`src/rtl/svr_pkg.sv`:
```
// Shared types, constants and codes for the servo PWM block with ramp.
// No dependencies; imported by every module under rtl/.
package svr_pkg;

    // Block dimensions
    localparam int CHANNELS      = 4;
    localparam int RAMP_STEPS    = 10;
    localparam int DUTY_BITS     = 10;
    localparam int INTERVAL_BITS = 16;
    localparam int COUNT_BITS    = 3;
    localparam int CFG_DATA_BITS = 16;
    localparam int CFG_IDX_BITS  = 2;
    localparam int STEP_BITS     = $clog2(RAMP_STEPS + 1);

    // Register reset values
    localparam logic [DUTY_BITS-1:0]     PERIOD_RESET   = DUTY_BITS'(625);
    localparam logic [INTERVAL_BITS-1:0] INTERVAL_RESET = INTERVAL_BITS'(31250);

    // Divide-by-RAMP_STEPS via reciprocal multiply, exact for magnitudes below 2**DUTY_BITS
    localparam int DIV_SH  = DUTY_BITS + $clog2(RAMP_STEPS);
    localparam int DIV_MUL = (2 ** DIV_SH + RAMP_STEPS - 1) / RAMP_STEPS;

    typedef logic [DUTY_BITS-1:0]                t_duty;
    typedef logic signed [DUTY_BITS:0]           t_incr;
    typedef logic [CHANNELS-1:0][DUTY_BITS-1:0]  t_duty_vec;
    typedef logic [INTERVAL_BITS-1:0]            t_interval;
    typedef logic [COUNT_BITS-1:0]               t_count;
    typedef logic [STEP_BITS-1:0]                t_step;

    typedef enum logic {
        OP_TICK = 1'b0,
        OP_MOVE = 1'b1
    } t_opcode;

    typedef enum logic [CFG_IDX_BITS-1:0] {
        CFG_PERIOD   = 2'd0,
        CFG_INTERVAL = 2'd1,
        CFG_ENABLE   = 2'd2
    } t_cfg_idx;

    // Line state after one item
    typedef struct packed {
        logic [CHANNELS-1:0] levels;
        logic                wrap;
    } t_pwm_res;

    // One result item
    typedef struct packed {
        logic [CHANNELS-1:0] levels;
        t_duty_vec           duty;
        logic                busy;
        logic                wrap;
    } t_result;

endpackage

```
`src/rtl/servo_pwm_with_ramp_top.sv`:
```
// Top level of the four-channel servo PWM block with linear ramp.
// Depends on svr_pkg, svr_pwm_core, svr_ramp and svr_out_buf.
//
//  Channel   Signals                                   Handshake
//  input     i_opcode, i_channel_count, i_start_k/end_k i_in_valid / o_in_ready
//  result    o_servo_levels, o_duty_k, o_ramp_active,   o_out_valid / i_out_ready
//            o_frame_wrap
//  config    i_cfg_idx, i_cfg_data                      i_cfg_we (no wait)
//
// One item per clock while o_in_ready is high; its result is registered in the
// output register, or in the skid register when the output is stalled.
// State updates in the transfer cycle, so the next item follows directly.
// A stalled output holds one result and the skid register takes one more;
// o_in_ready falls only when both are full.
// Reset is synchronous, active low, and needs no clearing pass.
module servo_pwm_with_ramp_top (
    input  logic                          i_clk,
    input  logic                          i_rst_n,
    // input items
    input  logic                          i_in_valid,
    output logic                          o_in_ready,
    input  logic                          i_opcode,
    input  logic [2:0]                    i_channel_count,
    input  logic [9:0]                    i_start_0,
    input  logic [9:0]                    i_end_0,
    input  logic [9:0]                    i_start_1,
    input  logic [9:0]                    i_end_1,
    input  logic [9:0]                    i_start_2,
    input  logic [9:0]                    i_end_2,
    input  logic [9:0]                    i_start_3,
    input  logic [9:0]                    i_end_3,
    // result items
    output logic                          o_out_valid,
    input  logic                          i_out_ready,
    output logic [3:0]                    o_servo_levels,
    output logic [9:0]                    o_duty_0,
    output logic [9:0]                    o_duty_1,
    output logic [9:0]                    o_duty_2,
    output logic [9:0]                    o_duty_3,
    output logic                          o_ramp_active,
    output logic                          o_frame_wrap,
    // configuration writes
    input  logic                          i_cfg_we,
    input  logic [svr_pkg::CFG_IDX_BITS-1:0]  i_cfg_idx,
    input  logic [svr_pkg::CFG_DATA_BITS-1:0] i_cfg_data
);
    import svr_pkg::*;

    t_duty     r_period;
    t_interval r_interval;
    logic      r_enable;

    logic      in_xfer;
    logic      tick;
    logic      move;
    logic      enable_wr;
    t_duty_vec start_vec;
    t_duty_vec end_vec;
    t_duty_vec duty_now;
    t_duty_vec duty_next;
    logic      busy_next;
    t_pwm_res  pwm_res;
    t_result   res;
    t_result   out_res;

    // Configuration registers
    always_comb begin
        enable_wr = 1'b0;
        if (i_cfg_we) begin
            unique case (t_cfg_idx'(i_cfg_idx))
                CFG_ENABLE: enable_wr = 1'b1;
                default:    enable_wr = 1'b0;
            endcase
        end
    end

    always_ff @(posedge i_clk) begin
        if (!i_rst_n) begin
            r_period   <= PERIOD_RESET;
            r_interval <= INTERVAL_RESET;
            r_enable   <= 1'b1;
        end else if (i_cfg_we) begin
            unique case (t_cfg_idx'(i_cfg_idx))
                CFG_PERIOD:   r_period   <= i_cfg_data[DUTY_BITS-1:0];
                CFG_INTERVAL: r_interval <= i_cfg_data[INTERVAL_BITS-1:0];
                CFG_ENABLE:   r_enable   <= i_cfg_data[0];
                default:      ;
            endcase
        end
    end

    // Item decode; ticks are dropped while disabled
    assign in_xfer   = i_in_valid && o_in_ready;
    assign tick      = in_xfer && (t_opcode'(i_opcode) == OP_TICK) && r_enable;
    assign move      = in_xfer && (t_opcode'(i_opcode) == OP_MOVE);
    assign start_vec = {i_start_3, i_start_2, i_start_1, i_start_0};
    assign end_vec   = {i_end_3, i_end_2, i_end_1, i_end_0};

    svr_ramp u_ramp (
        .i_clk       (i_clk),
        .i_rst_n     (i_rst_n),
        .i_tick      (tick),
        .i_move      (move),
        .i_count     (i_channel_count),
        .i_start     (start_vec),
        .i_end       (end_vec),
        .i_interval  (r_interval),
        .o_duty      (duty_now),
        .o_next_duty (duty_next),
        .o_next_busy (busy_next)
    );

    svr_pwm_core u_pwm (
        .i_clk       (i_clk),
        .i_rst_n     (i_rst_n),
        .i_tick      (tick),
        .i_enable    (r_enable),
        .i_enable_wr (enable_wr),
        .i_period    (r_period),
        .i_duty      (duty_now),
        .o_res       (pwm_res)
    );

    // Result assembled from the post-item state
    assign res.levels = pwm_res.levels;
    assign res.duty   = duty_next;
    assign res.busy   = busy_next;
    assign res.wrap   = pwm_res.wrap;

    svr_out_buf u_out (
        .i_clk       (i_clk),
        .i_rst_n     (i_rst_n),
        .i_push      (in_xfer),
        .i_data      (res),
        .o_ready     (o_in_ready),
        .o_valid     (o_out_valid),
        .o_data      (out_res),
        .i_pop_ready (i_out_ready)
    );

    assign o_servo_levels = out_res.levels;
    assign o_duty_0       = out_res.duty[0];
    assign o_duty_1       = out_res.duty[1];
    assign o_duty_2       = out_res.duty[2];
    assign o_duty_3       = out_res.duty[3];
    assign o_ramp_active  = out_res.busy;
    assign o_frame_wrap   = out_res.wrap;

endmodule

```
`src/rtl/svr_pwm_core.sv`:
```
// Period counter and servo line levels.
// Depends on svr_pkg.
module svr_pwm_core (
    input  logic                i_clk,
    input  logic                i_rst_n,
    input  logic                i_tick,
    input  logic                i_enable,
    input  logic                i_enable_wr,
    input  svr_pkg::t_duty      i_period,
    input  svr_pkg::t_duty_vec  i_duty,
    output svr_pkg::t_pwm_res   o_res
);
    import svr_pkg::*;

    logic [DUTY_BITS-1:0] r_cnt,  n_cnt;
    logic [CHANNELS-1:0]  r_lvl,  n_lvl;
    logic [DUTY_BITS-1:0] cnt_inc;
    logic                 wrap;

    // Counter advance, line compares against the pre-tick duties, then the wrap; lines held high while disabled
    always_comb begin
        cnt_inc = r_cnt + DUTY_BITS'(1);
        n_cnt   = r_cnt;
        n_lvl   = r_lvl;
        wrap    = 1'b0;
        if (i_tick) begin
            n_cnt = cnt_inc;
            for (int k = 0; k < CHANNELS; k++) begin
                if (cnt_inc == i_duty[k]) begin
                    n_lvl[k] = 1'b0;
                end
            end
            if (cnt_inc == i_period) begin
                n_cnt = '0;
                n_lvl = '1;
                wrap  = 1'b1;
            end
        end
        if (!i_enable) begin
            n_lvl = '1;
        end
    end

    always_ff @(posedge i_clk) begin
        if (!i_rst_n) begin
            r_cnt <= '0;
            r_lvl <= '1;
        end else begin
            r_cnt <= n_cnt;
            // an enable write sets all lines high
            if (i_enable_wr) begin
                r_lvl <= '1;
            end else begin
                r_lvl <= n_lvl;
            end
        end
    end

    assign o_res.levels = n_lvl;
    assign o_res.wrap   = wrap;

endmodule

```
`src/rtl/svr_ramp.sv`:
```
// Ramp engine: per-channel origin and increment, step index, interval timer
// and the compare values. Depends on svr_pkg.
module svr_ramp (
    input  logic                i_clk,
    input  logic                i_rst_n,
    input  logic                i_tick,
    input  logic                i_move,
    input  svr_pkg::t_count     i_count,
    input  svr_pkg::t_duty_vec  i_start,
    input  svr_pkg::t_duty_vec  i_end,
    input  svr_pkg::t_interval  i_interval,
    output svr_pkg::t_duty_vec  o_duty,
    output svr_pkg::t_duty_vec  o_next_duty,
    output logic                o_next_busy
);
    import svr_pkg::*;

    localparam int PROD_W = DUTY_BITS + DIV_SH + 1;
    localparam int MUL_W  = DUTY_BITS + STEP_BITS + 2;

    // Signed difference divided by RAMP_STEPS, truncated toward zero
    function automatic t_incr div_steps(input t_incr d);
        logic [DUTY_BITS-1:0] mag;
        logic [PROD_W-1:0]    prod;
        logic [DUTY_BITS-1:0] q;
        mag  = d[DUTY_BITS] ? DUTY_BITS'(-d) : d[DUTY_BITS-1:0];
        prod = PROD_W'(mag) * PROD_W'(DIV_MUL);
        q    = DUTY_BITS'(prod >> DIV_SH);
        return d[DUTY_BITS] ? -signed'({1'b0, q}) : signed'({1'b0, q});
    endfunction

    t_duty_vec            r_cmp,    n_cmp;
    t_duty_vec            r_origin, n_origin;
    t_incr [CHANNELS-1:0] r_inc,    n_inc;
    t_step                r_idx,    n_idx;
    t_interval            r_timer,  n_timer;
    t_count               r_lanes,  n_lanes;
    logic                 r_busy,   n_busy;

    t_interval                timer_inc;
    logic                     move_ok;
    logic                     apply;
    t_incr                    diff;
    logic signed [MUL_W-1:0]  prod;
    logic signed [MUL_W-1:0]  sum;

    always_comb begin
        n_origin  = r_origin;
        n_inc     = r_inc;
        n_idx     = r_idx;
        n_timer   = r_timer;
        n_lanes   = r_lanes;
        n_busy    = r_busy;
        n_cmp     = r_cmp;
        apply     = 1'b0;
        diff      = '0;
        prod      = '0;
        sum       = '0;
        timer_inc = r_timer + INTERVAL_BITS'(1);
        move_ok   = i_move && (i_count != '0) && (int'(i_count) <= CHANNELS);

        // New move restarts the ramp at step 1; a tick may advance a step or end the ramp
        if (move_ok) begin
            for (int k = 0; k < CHANNELS; k++) begin
                if (k < int'(i_count)) begin
                    diff        = signed'({1'b0, i_end[k]}) - signed'({1'b0, i_start[k]});
                    n_origin[k] = i_start[k];
                    n_inc[k]    = div_steps(diff);
                end
            end
            n_lanes = i_count;
            n_idx   = STEP_BITS'(1);
            n_timer = '0;
            n_busy  = 1'b1;
            apply   = 1'b1;
        end else if (i_tick && r_busy) begin
            if (timer_inc == i_interval) begin
                n_timer = '0;
                if (int'(r_idx) < RAMP_STEPS) begin
                    n_idx = r_idx + STEP_BITS'(1);
                    apply = 1'b1;
                end else begin
                    n_busy = 1'b0;
                end
            end else begin
                n_timer = timer_inc;
            end
        end

        // Compare value = origin + increment * step, modulo the duty width
        for (int k = 0; k < CHANNELS; k++) begin
            prod = MUL_W'(n_inc[k]) * MUL_W'(signed'({1'b0, n_idx}));
            sum  = signed'(MUL_W'(n_origin[k])) + prod;
            if (apply && (k < int'(n_lanes))) begin
                n_cmp[k] = sum[DUTY_BITS-1:0];
            end
        end
    end

    always_ff @(posedge i_clk) begin
        if (!i_rst_n) begin
            r_cmp    <= '0;
            r_origin <= '0;
            r_inc    <= '0;
            r_idx    <= '0;
            r_timer  <= '0;
            r_lanes  <= '0;
            r_busy   <= 1'b0;
        end else begin
            r_cmp    <= n_cmp;
            r_origin <= n_origin;
            r_inc    <= n_inc;
            r_idx    <= n_idx;
            r_timer  <= n_timer;
            r_lanes  <= n_lanes;
            r_busy   <= n_busy;
        end
    end

    assign o_duty      = r_cmp;
    assign o_next_duty = n_cmp;
    assign o_next_busy = n_busy;

    // A running ramp always has a valid step and lane count
    a_busy_step: assert property (@(posedge i_clk) disable iff (!i_rst_n)
        r_busy |-> (r_idx != '0) && (int'(r_idx) <= RAMP_STEPS))
        else $error("ramp step index out of range while busy");

    a_busy_lanes: assert property (@(posedge i_clk) disable iff (!i_rst_n)
        r_busy |-> (r_lanes != '0) && (int'(r_lanes) <= CHANNELS))
        else $error("ramp lane count out of range while busy");

    // A ramp only ends after its last step
    a_end_last: assert property (@(posedge i_clk) disable iff (!i_rst_n)
        ($past(i_rst_n) && $fell(r_busy)) |-> (int'($past(r_idx)) == RAMP_STEPS))
        else $error("ramp ended before its final step");

endmodule

```
`src/rtl/svr_out_buf.sv`:
```
// Two-entry result buffer: output register plus skid register.
// Depends on svr_pkg.
module svr_out_buf (
    input  logic              i_clk,
    input  logic              i_rst_n,
    input  logic              i_push,
    input  svr_pkg::t_result  i_data,
    output logic              o_ready,
    output logic              o_valid,
    output svr_pkg::t_result  o_data,
    input  logic              i_pop_ready
);
    import svr_pkg::*;

    logic    r_main_valid;
    logic    r_skid_valid;
    t_result r_main;
    t_result r_skid;
    logic    pop;

    assign pop     = r_main_valid && i_pop_ready;
    assign o_ready = !r_skid_valid;

    // Control
    always_ff @(posedge i_clk) begin
        if (!i_rst_n) begin
            r_main_valid <= 1'b0;
            r_skid_valid <= 1'b0;
        end else begin
            if (pop) begin
                if (r_skid_valid) begin
                    r_skid_valid <= 1'b0;
                end else begin
                    r_main_valid <= i_push;
                end
            end else if (i_push) begin
                if (r_main_valid) begin
                    r_skid_valid <= 1'b1;
                end else begin
                    r_main_valid <= 1'b1;
                end
            end
        end
    end

    // Payload
    always_ff @(posedge i_clk) begin
        if (pop) begin
            if (r_skid_valid) begin
                r_main <= r_skid;
            end else if (i_push) begin
                r_main <= i_data;
            end
        end else if (i_push) begin
            if (r_main_valid) begin
                r_skid <= i_data;
            end else begin
                r_main <= i_data;
            end
        end
    end

    assign o_valid = r_main_valid;
    assign o_data  = r_main;

    // The skid entry is only ever behind a held output entry
    a_skid_main: assert property (@(posedge i_clk) disable iff (!i_rst_n)
        r_skid_valid |-> r_main_valid)
        else $error("skid entry valid without output entry");

endmodule

```
`config.mk`:
```
export PLATFORM = sky130hd
export DESIGN_NAME = servo_pwm_with_ramp_top
export DESIGN_NICKNAME = d
export VERILOG_FILES = /design/src/rtl/svr_pkg.sv /design/src/rtl/servo_pwm_with_ramp_top.sv /design/src/rtl/svr_pwm_core.sv /design/src/rtl/svr_ramp.sv /design/src/rtl/svr_out_buf.sv
export SDC_FILE = /design/constraint.sdc
export NUM_CORES = 1
export LEC_CHECK = 0
export ABC_CLOCK_PERIOD_IN_PS = 17520
export BUFFER_PORTS_ARGS = -buffer_cell sky130_fd_sc_hd__buf_2
export CAP_MARGIN = 20
export CORE_ASPECT_RATIO = 0.5
export CORE_UTILIZATION = 55
export CTS_CLUSTER_DIAMETER = 50
export CTS_CLUSTER_SIZE = 20
export DETAILED_ROUTE_END_ITERATION = 8
export PLACE_DENSITY = 0.73
export SLEW_MARGIN = 10
export SYNTH_ARGS = -nofsm -noshare
export SYNTH_HDL_FRONTEND = slang
export SYNTH_HIERARCHICAL = 1
export SYNTH_SLANG_ARGS = --single-unit
```
`constraint.sdc`:
```
create_clock -name i_clk -period 17.52 [get_ports i_clk]
set_clock_uncertainty 0.1 [all_clocks]
set_input_delay 3.504 -clock i_clk [delete_from_list [all_inputs] [get_ports i_clk]]
set_output_delay 3.504 -clock i_clk [all_outputs]
set_load 0.05 [all_outputs]
```
==> impl_metrics.py <==
metrics = {
    "route": {
        "via_per_inst": 5.471,
        "drt_wl_total_mm": 66.10,
        "first_pass_iters": 5,
        "ant_nets": 0,
        "routedWlPerCell_um": 16.56,
        "drt-initial-drc-count": 1593,
        "vias": 21840,
        "drc": 0,
    },
    "grt": {
        "grt_max_degree": 78,
        "track_usage": 0.2502,
        "grt_pass1_vias": 21140,
        "antenna_found_initial": 2,
        "grt_overflow_total": 0,
        "grt_pass1_wl_mm": 108.4,
    },
    "timing": {
        "fin_crit_sh": 0.8870,
        "grt_setup_unrepaired": "false",
        "period_needed_ns": 15.54,
        "finalHoldViolCount": 0,
        "maxSlewHeadroom": 0.3055,
        "setup_viol": 0,
        "tightestPinTransition_ns": 1.038,
        "slew_violations": 0,
        "fmax_mhz": 64.35,
        "holdWs_ns": 0.3625,
        "fin_tns_setup_ns": 0,
    },
    "synthesis": {
        "yosysMostFrequentCell": "inv_1",
        "ys_async_sr_fraction": 0,
        "ys_warn_count": 6,
        "synth-edff-count": 92,
        "synth_common_cells": "inv_1, ha_1, nor2_1",
        "syn-num-nets": 3855,
        "synth_top_flop_cell": "dfxtp_1",
        "synth_cell_types": 92,
        "synth_top_area_cell": "ha_1",
        "syn-cell-area_um2": 28570,
        "yosys-top-cells-area": "ha_1, fa_1, dfxtp_1",
        "yosys_register_bits": 279,
        "netlist.area_leader.share": 0.1572,
        "yosysSeqAreaShare": 0.2277,
        "synthCells": 3185,
        "postSynthAreaPerCell_um2": 8.972,
    },
    "die": {
        "core_um2": 50730,
        "pin_count": 155,
        "initial_core_util": 0.5633,
        "die_width_um": 324.4,
        "die-area_um2": 52930,
        "rows": 58,
        "die_h_um": 163.2,
    },
    "placement": {
        "place.gp.congestion": 0.9315,
        "numPortBuffers": 154,
        "post-dp-hpwl_mm": 52.26,
        "dpl_cell_area_um2": 29820,
    },
    "clock_network": {
        "cts.sinks": 279,
        "cts_setup_buffers": 0,
        "ctsResizeCount": 0,
        "cts_root_buffer": "clkbuf_16",
        "numCtsBuffers": 27,
        "cts_buffer_depth": 3,
        "clkTransAtPathRegs_ns": 0.08,
        "holdBufCountCts": 0,
        "clk_latency_ns": 0.57,
        "h-tree-depth": 1,
        "tritoncts": "yes",
    },
    "setup_path": {
        "crit_required_ns": 17.86,
        "cp-start-kind": "input pin",
        "cp_slowest_stage_delay_ns": 0.59,
        "cp-startpoint": "i_start_3[0]",
        "arrival_ns": 15.88,
        "end_kind": "register",
        "cpMostUsedCell": "fa_1",
        "cp_max_fo": 6,
        "r2r_start": "u_ramp/r_timer[0]$_SDFFE_PP0P_",
        "crit_path_top_delay_cell": "fa_1",
        "critPathKind": "in -> reg",
    },
    "outcome": {
        "status": "complete, no violations",
    },
    "finish": {
        "area_growth_pct": 7.715,
        "nets": 3949,
        "ff_latch_area_um2": 6506,
        "final_core_util": 0.6068,
        "final_area_um2": 30780,
        "fillerInstances": 4342,
        "drive_gt1_frac": 0.1027,
        "multiInputGateArea_um2": 19790,
    },
    "min_path": {
        "min_from": "u_pwm/r_lvl[0]$_SDFF_PP1_",
        "min_path_type": "reg -> reg",
    },
    "flow_run": {
        "maxCapViolations": 0,
    },
}
[through the flow]
step,setup WS (ns),instances
floorplan,2.470,3185
global placement,1.738,3939
detailed placement,1.487,3939
CTS,2.050,3989
global route,1.160,3992
finish,1.980,3992
[final timing paths]
kind | end | slack, ns | cells after the start
max | u_out/o_data[41]$_DFFE_PP_ | 1.98 | 52
min reg2reg | u_pwm/r_lvl[0]$_SDFF_PP1_ | 0.36 | 2
min | u_pwm/r_lvl[0]$_SDFF_PP1_ | 0.36 | 2
max reg2reg | u_out/o_data[41]$_DFFE_PP_ | 8.95 | 28
[cells in the final DEF (no fill, tap or decap), drive strengths merged, types with 57 or more instances in the layout]
master  Yosys  final
inv       479    493
ha        359    359
nor2      275    275
nand2     238    238
fa        204    204
dfxtp     187    187
buf        29    168
a21oi     152    152
xnor2     137    137
o21ai     111    111
xor2       98     98
and2       93     93
edfxtp     92     92
mux2       68     68
a21o       57     57
[layout make-up]
class,count,area share
well taps,690,0.02805
flip-flops and latches,279,0.2114
inverters,479,0.05841
diodes,2,0.0001626
multi-input cells,2324,0.6428
clock inverters,20,0.008293
repair buffers,168,0.02854
clock buffers,30,0.02232
[critical path: cells and delay by family]
family	cells	cell delay, ns
AOI/OAI and AO/OA	15	2.99
adders and majority gates	12	5.07
and+or+nand+nor	10	2.02
muxes	2	0.36
buffers and inverters	6	0.41
xor gates and xnor gates	7	1.50
[routing by layer]
layer,global-route usage,share of wire,vias to the layer above
met4,0.03813,0.013,0
met1,0.3569,0.48,10550
li1,-,-,10810
met3,0.02320,0.039,56
met2,0.4203,0.46,426
met5,0,0,-
[kinds of logic after synthesis]
logic type	count (synthesis)	share of synthesized area
adders and majority gates	563	0.3001
AOI/OAI and AO/OA	515	0.1184
xor gates and xnor gates	238	0.07439
and+or+nand+nor	887	0.1518
muxes	121	0.04655
buffers and inverters	582	0.08100
DFF	279	0.2277
[registers in the layout (all words and copies together), names as in the netlist, 3 cells and up]
| register | flops |
|---|---|
| u_out/o_data | 46 |
| u_out/r_skid | 46 |
| u_ramp/o_duty | 40 |
| u_ramp/r_inc | 40 |
| u_ramp/r_origin | 40 |
| r_interval | 16 |
| u_ramp/r_timer | 16 |
| r_period | 10 |
| u_pwm/r_cnt | 10 |
| u_pwm/r_lvl | 4 |
| u_ramp/r_idx | 4 |
| u_ramp/r_lanes | 3 |
Power is left out: the tool's default activity adds up to more than one toggle a clock period on the data nets, which glitch-free logic cannot reach.
